### src/sv/handle_table_lookup_allocate_unit_defines.svh
// ----------------------------------------------------------------------------
// Handle table assertion macros
// Shared property forms for the handle table checks.
// ----------------------------------------------------------------------------
`ifndef HANDLE_TABLE_LOOKUP_ALLOCATE_UNIT_DEFINES_SVH
`define HANDLE_TABLE_LOOKUP_ALLOCATE_UNIT_DEFINES_SVH

// same-cycle implication, sampled on clk, off during reset
`define HTLA_ASSERT_NOW(label, ante, cons, msg) \
	label: assert property (@(posedge clk) disable iff (!arst_n) (ante) |-> (cons)) \
		else $error(msg);

// next-cycle implication, sampled on clk, off during reset
`define HTLA_ASSERT_NEXT(label, ante, cons, msg) \
	label: assert property (@(posedge clk) disable iff (!arst_n) (ante) |=> (cons)) \
		else $error(msg);

`endif

### src/sv/htla_pkg.sv
// ----------------------------------------------------------------------------
// Handle table package
// Sizes, operation codes, request and response types, sequencer states.
// ----------------------------------------------------------------------------
`default_nettype none

package htla_pkg;

	localparam int SLOT_COUNT  = 256;
	localparam int KEY_W       = 64;
	localparam int HANDLE_W    = 8;
	localparam int HANDLE_SPAN = 256;
	localparam int IDX_W       = $clog2(SLOT_COUNT);
	localparam int SCAN_LAST   = ((SLOT_COUNT < HANDLE_SPAN) ? SLOT_COUNT : HANDLE_SPAN) - 1;

	typedef enum logic [1:0] {
		FUNC_GET,
		FUNC_LOOKUP,
		FUNC_FREE,
		FUNC_READ
	} func_t;

	typedef struct packed {
		func_t                func;
		logic [KEY_W-1:0]     object_key;
		logic [HANDLE_W-1:0]  slot_index;
	} req_t;

	typedef struct packed {
		logic [HANDLE_W-1:0]  handle;
		logic [KEY_W-1:0]     slot_key;
		logic                 status;
	} rsp_t;

	typedef struct packed {
		logic                 rd_en;
		logic [IDX_W-1:0]     rd_addr;
		logic                 wr_en;
		logic [IDX_W-1:0]     wr_addr;
		logic [KEY_W-1:0]     wr_data;
	} mem_req_t;

	typedef enum logic [2:0] {
		ST_IDLE,
		ST_START,
		ST_SCAN,
		ST_READ,
		ST_DONE
	} state_t;

endpackage

`default_nettype wire

### src/sv/htla_seq.sv
// ----------------------------------------------------------------------------
// Handle table sequencer
// Slot scan with one key comparator, slot valid bits, result register.
// ----------------------------------------------------------------------------
`default_nettype none

module htla_seq (
	input  wire logic                        clk,
	input  wire logic                        arst_n,
	input  wire htla_pkg::req_t              req,
	input  wire logic                        req_fire,
	output logic                             idle,
	output logic                             res_valid,
	input  wire logic                        res_take,
	output htla_pkg::rsp_t                   res,
	output htla_pkg::mem_req_t               mem_req,
	input  wire logic [htla_pkg::KEY_W-1:0]  rd_data
);

	import htla_pkg::*;

	state_t                state_q;
	state_t                state_d;
	req_t                  req_q;
	rsp_t                  res_q;
	logic [SLOT_COUNT-1:0] valid_q;
	logic [HANDLE_W-1:0]   cnt_q;
	logic                  issue_done_q;
	logic                  stg_v_s1;
	logic [HANDLE_W-1:0]   idx_s1;
	logic                  vld_s1;
	logic                  free_found_q;
	logic [HANDLE_W-1:0]   free_idx_q;

	logic                  in_range;
	logic [IDX_W-1:0]      slot_addr;
	logic                  key_match;
	logic                  slot_free;
	logic                  scan_end;
	logic                  free_now;
	logic [HANDLE_W-1:0]   free_pick;
	logic                  alloc;

	assign in_range  = (32'(req_q.slot_index) < SLOT_COUNT);
	assign slot_addr = IDX_W'(req_q.slot_index);
	assign key_match = stg_v_s1 && vld_s1 && (rd_data == req_q.object_key);
	assign slot_free = stg_v_s1 && !vld_s1;
	assign scan_end  = stg_v_s1 && (idx_s1 == HANDLE_W'(SCAN_LAST));
	assign free_now  = free_found_q || slot_free;
	assign free_pick = free_found_q ? free_idx_q : idx_s1;
	assign alloc     = (state_q == ST_SCAN) && !key_match && scan_end
		&& (req_q.func == FUNC_GET) && free_now;

	always_comb begin
		state_d = state_q;
		case (state_q)
			ST_IDLE: begin
				if (req_fire) begin
					state_d = ST_START;
				end
			end
			ST_START: begin
				case (req_q.func)
					FUNC_GET, FUNC_LOOKUP: begin
						state_d = (req_q.object_key == '0) ? ST_DONE : ST_SCAN;
					end
					FUNC_FREE: state_d = ST_DONE;
					FUNC_READ: state_d = ST_READ;
					default:   state_d = ST_DONE;
				endcase
			end
			ST_SCAN: begin
				if (key_match || scan_end) begin
					state_d = ST_DONE;
				end
			end
			ST_READ: state_d = ST_DONE;
			ST_DONE: begin
				if (res_take) begin
					state_d = ST_IDLE;
				end
			end
			default: state_d = ST_IDLE;
		endcase
	end

	always_comb begin
		mem_req   = '0;
		idle      = (state_q == ST_IDLE);
		res_valid = (state_q == ST_DONE);
		res       = res_q;
		case (state_q)
			ST_START: begin
				mem_req.rd_en   = (req_q.func == FUNC_READ) && in_range;
				mem_req.rd_addr = slot_addr;
			end
			ST_SCAN: begin
				mem_req.rd_en   = !issue_done_q;
				mem_req.rd_addr = IDX_W'(cnt_q);
				mem_req.wr_en   = alloc;
				mem_req.wr_addr = IDX_W'(free_pick);
				mem_req.wr_data = req_q.object_key;
			end
			default: begin
				mem_req = '0;
			end
		endcase
	end

	always_ff @(posedge clk or negedge arst_n) begin
		if (!arst_n) begin
			state_q      <= ST_IDLE;
			valid_q      <= '0;
			cnt_q        <= '0;
			issue_done_q <= 1'b0;
			stg_v_s1     <= 1'b0;
			free_found_q <= 1'b0;
		end else begin
			state_q  <= state_d;
			stg_v_s1 <= (state_q == ST_SCAN) && !issue_done_q && !key_match && !scan_end;
			case (state_q)
				ST_START: begin
					cnt_q        <= HANDLE_W'(1);
					issue_done_q <= 1'b0;
					free_found_q <= 1'b0;
					if ((req_q.func == FUNC_FREE) && in_range) begin
						valid_q[slot_addr] <= 1'b0;
					end
				end
				ST_SCAN: begin
					if (!issue_done_q) begin
						cnt_q <= cnt_q + HANDLE_W'(1);
						if (cnt_q == HANDLE_W'(SCAN_LAST)) begin
							issue_done_q <= 1'b1;
						end
					end
					if (slot_free && !free_found_q) begin
						free_found_q <= 1'b1;
					end
					if (alloc) begin
						valid_q[IDX_W'(free_pick)] <= 1'b1;
					end
				end
				default: begin
					cnt_q <= cnt_q;
				end
			endcase
		end
	end

	always_ff @(posedge clk) begin
		if (req_fire) begin
			req_q <= req;
		end
		case (state_q)
			ST_START: begin
				res_q  <= '0;
				vld_s1 <= in_range && valid_q[slot_addr];
			end
			ST_SCAN: begin
				idx_s1 <= cnt_q;
				vld_s1 <= valid_q[IDX_W'(cnt_q)];
				if (slot_free && !free_found_q) begin
					free_idx_q <= idx_s1;
				end
				if (key_match) begin
					res_q.handle <= idx_s1;
				end else if (scan_end) begin
					if (alloc) begin
						res_q.handle <= free_pick;
					end else begin
						res_q.status <= 1'b1;
					end
				end
			end
			ST_READ: begin
				res_q.slot_key <= vld_s1 ? rd_data : '0;
			end
			default: begin
				res_q <= res_q;
			end
		endcase
	end

endmodule

`default_nettype wire

### config.mk
export PLATFORM = sky130hd
export DESIGN_NAME = htla_seq
export DESIGN_NICKNAME = d
export VERILOG_FILES = /design/src/sv/handle_table_lookup_allocate_unit_defines.svh /design/src/sv/htla_pkg.sv /design/src/sv/htla_seq.sv
export SDC_FILE = /design/constraint.sdc
export NUM_CORES = 1
export LEC_CHECK = 0
export BUFFER_PORTS_ARGS = -buffer_cell sky130_fd_sc_hd__buf_4
export CAP_MARGIN = 20
export CORE_MARGIN = 3
export CORE_UTILIZATION = 40
export CTS_CLUSTER_DIAMETER = 200
export DETAILED_ROUTE_END_ITERATION = 8
export PLACE_DENSITY_LB_ADDON = 0.12
export SKIP_LAST_GASP = 1
export SLEW_MARGIN = 15
export SYNTH_ARGS = -nofsm -noshare
export SYNTH_HDL_FRONTEND = slang
export SYNTH_SLANG_ARGS = --single-unit
### constraint.sdc
create_clock -name clk -period 7.1 [get_ports clk]
set_input_delay 0.355 -clock clk [delete_from_list [all_inputs] [get_ports clk]]
set_output_delay 0.355 -clock clk [all_outputs]
set_load 0.005 [all_outputs]
==> impl_metrics.ini, run 1 <==
[outcome]
outcome = complete, no violations

[layout]
syn2layout_area_growth_pct = 21.56
fin_nets = 2653
drive_above_1_share = 0.2922

[cts]
clk_latency_ns = 0.62
path_clk_slew_ns = 0.06
cts_resized = 0
cts_tree = done
htreeDepth = 2
cts_sinks = 434
cts_inserted_buffers = 51
cts_buffer_depth = 3
cts_root_buffer = clkbuf_16

[setup_path]
crit_type = flop to flop
startpoint_type = flop
arrival_ns = 4.99
cp-end-kind = flop
critical_path.max_fanout = 155
r2r-start = state_q[1]
worstPathCellList = nor2b_2, nand2_4, buf_12, buf_4, a2111oi_2, o22ai_1
cp.required_ns = 7.58
critPathLaunch = state_q[1]
critPathMaxStageDelay_ns = 0.90
crit_slowest_cell = nor2b_2

[route]
via_per_inst = 6.379
wl_per_cell_um = 31.00
routed_wl_um = 105000
drtIter0Drc = 2346
drc = 0
ant_nets = 0
vias = 21620
first_pass_iters = 6

[yosys]
ys_seq_elements = 434
synth_cell_types = 65
syn-mean-instance-area_um2 = 11.27
synth_cells = 2242
synthFlopType = dfrtp_1
synth_nets = 2385
yosysSeqAreaShare = 0.4624
synth_area_mm2 = 0.02526
synth_edf_count = 164
ys_warn_count = 0
synthArstFlopShare = 0.6221

[pwr]
p_sw_w = 0.002787
switching_share = 0.3452
combPwrFrac = 0.264
power.share.clock = 0.348
p_leak_nw = 11.22
power.internal_w = 0.005287
power.density_mw_per_mm2 = 262.9
p_seq_frac = 0.388
peakVddDrop_v = 0.0002434

[floorplanning]
start_util = 0.4071
die_h_um = 257.3
pin_count = 299
die_area_mm2 = 0.06620
coreArea_mm2 = 0.06205
fp.dieW_um = 257.3
num_rows = 91

[hold_path]
hold_class = input port to flop
hold_start = rd_data[54]

[timing]
maxSlewViolCount = 0
skew_ns = 0.03580
fin_setup_tns_ns = 0
rsz0062_at_grt = no
period_minus_slack_ns = 4.513
setup_viol_count_final = 0
fin_crit_sh = 0.6356
hold_viol = 0
fmaxAchievable_ghz = 0.2216
setup_ws_ns = 2.587
worst_pin_slew_ns = 1.216
slew_headroom = 0.1875

[global_routing]
grt_usage = 0.3108
grt_max_degree = 166
grt_overflow_total = 0
antenna_found_initial = 2
grt_pass1_vias = 21480
grt_pass1_wl_um = 153400

[placed_design]
dp_hpwl_um = 67310
place_congestion = 0.9097
io_buffers = 298
pre_cts_slack_ns = 2.923

[run]
drv_cap = 0
path summary, 6_finish.rpt:
check	to	cells past startpoint	slack, ns
min in group asynchronous	valid_q[98]	2	0.37
min	res[55]	2	0.03
max reg2reg	valid_q[53]	6	2.59
min reg2reg	stg_v_s1	1	0.52
max in group asynchronous	valid_q[210]	3	5.16
max	valid_q[53]	6	2.59
cells in the mapped netlist (5+ instances only):
master | n | area [µm²]
a31oi_1 | 7 | 43.79
a22oi_1 | 18 | 135.1
dfrtp_1 | 270 | 6756
or3_1 | 10 | 62.56
nand2_1 | 104 | 390.4
a22o_1 | 10 | 87.58
mux2_2 | 14 | 157.7
o2111ai_1 | 5 | 43.79
mux4_2 | 120 | 2703
and2_1 | 69 | 431.7
o21ai_0 | 44 | 220.2
a21oi_1 | 32 | 160.2
nor2b_1 | 22 | 137.6
o22ai_1 | 255 | 1595
nand3_1 | 20 | 100.1
buf_2 | 34 | 170.2
edfxtp_1 | 164 | 4925
buf_1 | 26 | 97.59
nand2b_1 | 14 | 87.58
a311oi_1 | 5 | 43.79
buf_4 | 19 | 142.6
nand4_1 | 20 | 125.1
clkbuf_1 | 139 | 521.8
a211oi_1 | 55 | 412.9
a2111oi_2 | 136 | 2042
nor3_1 | 14 | 70.07
mux2i_1 | 30 | 300.3
a2111oi_0 | 55 | 481.7
xnor2_1 | 42 | 367.9
and3_1 | 63 | 394.1
inv_1 | 272 | 1021
nor4_1 | 26 | 162.7
buf_6 | 16 | 180.2
nor2_1 | 54 | 202.7
xor2_1 | 7 | 61.31
per-layer routing:
metal	global-route usage	wire length, µm	share of wire	vias up
met5	0	8	0.000076	-
met4	0.1311	4887	0.047	2
met3	0.06879	9460	0.090	252
met2	0.4880	48300	0.46	1190
met1	0.4171	42390	0.40	11020
li1	-	-	-	9155
flip-flops by register name, indices dropped and copies added, names as in the netlist:
signal	cells
free_found_q	1
vld_s1	1
req_q	66
stg_v_s1	1
issue_done_q	1
slot_addr	8
state_q	3
res	73
free_idx_q	8
idx_s1	8
valid_q	256
cnt_q	8
kinds of logic (layout without fill, tap and decap cells):
group,after synthesis,count (layout),share of synthesized area
adders and majority gates,1,1,0.0004952
other,0,2,0
buffers and inverters,508,816,0.08475
AOI/OAI and AO/OA,656,656,0.2201
xor gates and xnor gates,49,49,0.01699
DFF,434,434,0.4624
and+or+nand+nor,430,430,0.09010
muxes,164,164,0.1251
area by class of cell:
cell class | count | area, µm²
Fill cell | 5620 | 31350
Tap cell | 837 | 1047
Clock buffer | 70 | 1470
Timing Repair Buffer | 449 | 3689
Multi-Input combinational cell | 1300 | 11490
Antenna cell | 2 | 5.005
Clock inverter | 23 | 284.0
Inverter | 274 | 1028
Sequential cell | 434 | 11690
timing repair:
| item | 4_1_cts | 5_1_grt |
|---|---|---|
| setup buffers | 0 | 0 |
| setup endpoints to repair | 0 | 0 |
| hold endpoints to repair | 181 | 0 |
| hold buffers | 77 | 0 |
power by group through the flow:
stage | Clock (W) | Sequential (W) | Combinational, W
floorplan | 0 | 0.00301 | 0.00108
global placement | 0 | 0.00317 | 0.00203
detailed placement | 0 | 0.00318 | 0.00204
CTS | 0.00285 | 0.00313 | 0.00208
global route | 0.00294 | 0.00316 | 0.00222
finish | 0.00281 | 0.00313 | 0.00213
worst max-delay path, delay by kind of cell (launching register included):
kind | cells | cell delay, ns
simple gates | 2 | 1.61
flops | 1 | 0.76
buf+inv | 2 | 1.01
compound gates | 2 | 0.58
metrics by stage:
step           cells  utilization  hold WS (ns)  power (W)  cell area (µm²)
6_report        3389       0.4948       0.03014   0.008073            30710
5_1_grt         3388       0.4948       0.02011   0.008320            30700
4_1_cts         3384       0.4938      0.001009   0.008059            30640
3_5_place_dp    3214       0.4531        0.4800   0.005215            28110
3_3_place_gp    3212       0.4524        0.4710   0.005198            28070
2_1_floorplan   2242            -       0.05941   0.004090            25260
layout by cell type (no fill, tap or decap), types with 10 or more instances in the layout:
master	netlist	layout
buf_4	19	362
inv_1	272	272
dfrtp_1	270	267
o22ai_1	255	255
edfxtp_1	164	164
a2111oi_2	136	136
mux4_2	120	120
nand2_1	104	101
dlygate4sd3_1	0	77
and2_1	69	69
and3_1	63	62
a2111oi_0	55	55
a211oi_1	55	55
nor2_1	54	53
clkbuf_16	0	53
o21ai_0	44	44
xnor2_1	42	42
a21oi_1	32	32
mux2i_1	30	30
nor4_1	26	26
nand4_1	20	20
nor2b_1	22	20
nand3_1	20	19
a22oi_1	18	18
mux2_2	14	14
nor3_1	14	14
nand2b_1	14	11
clkinv_2	0	11
a22o_1	10	10
or3_1	10	10
Power figures use the tool's default switching activity.
==> run 2, diff against run 1 <==
==> constraint.sdc (replaced) <==
create_clock -name clk -period 4.4 [get_ports clk]
set_input_delay 0.22 -clock clk [delete_from_list [all_inputs] [get_ports clk]]
set_output_delay 0.22 -clock clk [all_outputs]
set_load 0.005 [all_outputs]
==> impl_metrics.ini, run 2 (synthesized netlist as in run 1, its figures left out) <==
[cts]
cts_setup_buffers = 0
path_clk_slew_ns = 0.06
clk_latency_ns = 0.62
cts_tree = done
cts_sinks = 434
cts_root_buffer = clkbuf_16
cts_inserted_buffers = 52
htreeDepth = 2
cts_buffer_depth = 3

[floorplanning]
num_rows = 91
die_area_mm2 = 0.06620
coreArea_mm2 = 0.06205
fp.dieW_um = 257.3
die_h_um = 257.3
pin_count = 299
start_util = 0.4071

[setup_path]
cp_num_buf_inv = 3
reg2reg_to = vld_s1
cp-end-kind = output pin
cp.required_ns = 4.18
r2r_cells = 5
worstPathCellList = xnor2_1, nand4_1, nor4_1, and4_1, a311o_2, buf_12, inv_1, buf_4
r2r-start = slot_addr[5]
critPathMaxStageDelay_ns = 0.53
crit_family = simple AND/OR/NAND/NOR gates
startpoint_type = flop
crit_slowest_cell = a311o_2
crit_type = flop to output pin
arrival_ns = 3.73
regToRegSetupSlack_ns = 0.77
critical_path.max_fanout = 77

[route]
via_per_inst = 6.419
ant_nets = 0
routed_wl_um = 107500
drtIter0Drc = 2568
vias = 22400
first_pass_iters = 5
wl_per_cell_um = 30.82
drc = 0

[layout]
top_register = valid_q
layout_commonest_cell = buf_4
syn2layout_area_growth_pct = 25.38
largest_register_ffs = 256
seqCellArea_mm2 = 0.01169
fin_nets = 2753
drive_above_1_share = 0.2939
n_fill_cell = 5575
multi_input_area_mm2 = 0.01149
layout_common_cells = 392 x buf_4, 272 x inv_1, 267 x dfrtp_1

[placed_design]
io_buffers = 298
pre_cts_slack_ns = 0.9197
place_congestion = 0.9386
dp_hpwl_um = 71490

[hold_path]
hold_class = input port to flop
min_to = res[19]
hold_start = rd_data[18]
min_path_cells = 2

[outcome]
outcome = complete, no violations

[global_routing]
grt_pass1_vias = 22310
grt_usage = 0.3181
grt_max_degree = 121
use_met2 = 0.4930
grt_pass1_wl_um = 157700
top_usage_layer = met2
grt_use_met1 = 0.4369
grt_overflow_total = 0
antenna_found_initial = 3
grtUsageMet3 = 0.07411

[timing]
rsz0062_at_grt = no
skew_ns = 0.01941
hold_viol = 0
setup_ws_ns = 0.4455
maxSlewViolCount = 0
worst_pin_slew_ns = 1.198
slew_headroom = 0.1994
setup_viol_count_final = 0
period_minus_slack_ns = 3.955
fin_crit_sh = 0.8988
fin_setup_tns_ns = 0
whs_ns = 0.05771
fmaxAchievable_ghz = 0.2529

[pwr]
power.density_mw_per_mm2 = 414.8
power_w = 0.01314
p_leak_nw = 11.66
peakVddDrop_v = 0.0002895

[run]
drv_cap = 0
run 2: how the worst max path moves through the flow:
stage | startpoint | end | cells after the start
after detailed placement | cnt_q[0] | vld_s1 | 7
after floorplan | state_q[0] | valid_q[188] | 8
final | req_q[39] | mem_req[72] | 8
after global routing | req_q[26] | mem_req[72] | 8
after CTS | req_q[26] | mem_req[72] | 8
after global placement | cnt_q[0] | vld_s1 | 7
run 2: what timing repair did:
action                    CTS  global route
hold endpoints to repair  255             0
hold buffers              139             0
resized for setup           0             0
run 2: stage by stage:
| stage | utilization | instance area [µm²] | instances |
|---|---|---|---|
| after global placement | 0.4582 | 28430 | 3249 |
| final | 0.5104 | 31670 | 3489 |
| after floorplan | - | 25260 | 2242 |
| after CTS | 0.5101 | 31650 | 3487 |
| after global routing | 0.5104 | 31670 | 3489 |
| after detailed placement | 0.4598 | 28530 | 3253 |
run 2: where the power goes:
group / total [W] / internal [W] / switching (W)
sequential: 0.00504 / 0.00461 / 0.000422
clock: 0.00447 / 0.00263 / 0.00184
combinational: 0.00363 / 0.00133 / 0.00230
total: 0.0131 / 0.00857 / 0.00456
run 2: worst reg2reg max path: stages, from the launching register on:
cell and delay (ns):
edfxtp_1 0.74, or4b_2 1.08, o311ai_0 0.86, a211o_1 0.19, nor4_1 0.05, a32oi_1 0.43
run 2: final cells by class:
class / count / share of cell area
antenna: 1 / 0.00007901
clock buffer: 71 / 0.04658
clock inverter: 24 / 0.008059
inverter: 274 / 0.03247
multi-input combinational: 1300 / 0.3628
sequential: 434 / 0.3691
tap: 837 / 0.03307
timing repair buffer: 548 / 0.1478
run 2: metal layers:
layer  share of wire  up-vias
li1                -     9351
met1            0.40    11440
met2            0.45     1356
met3            0.10      252
met4           0.040        0
met5               0        -
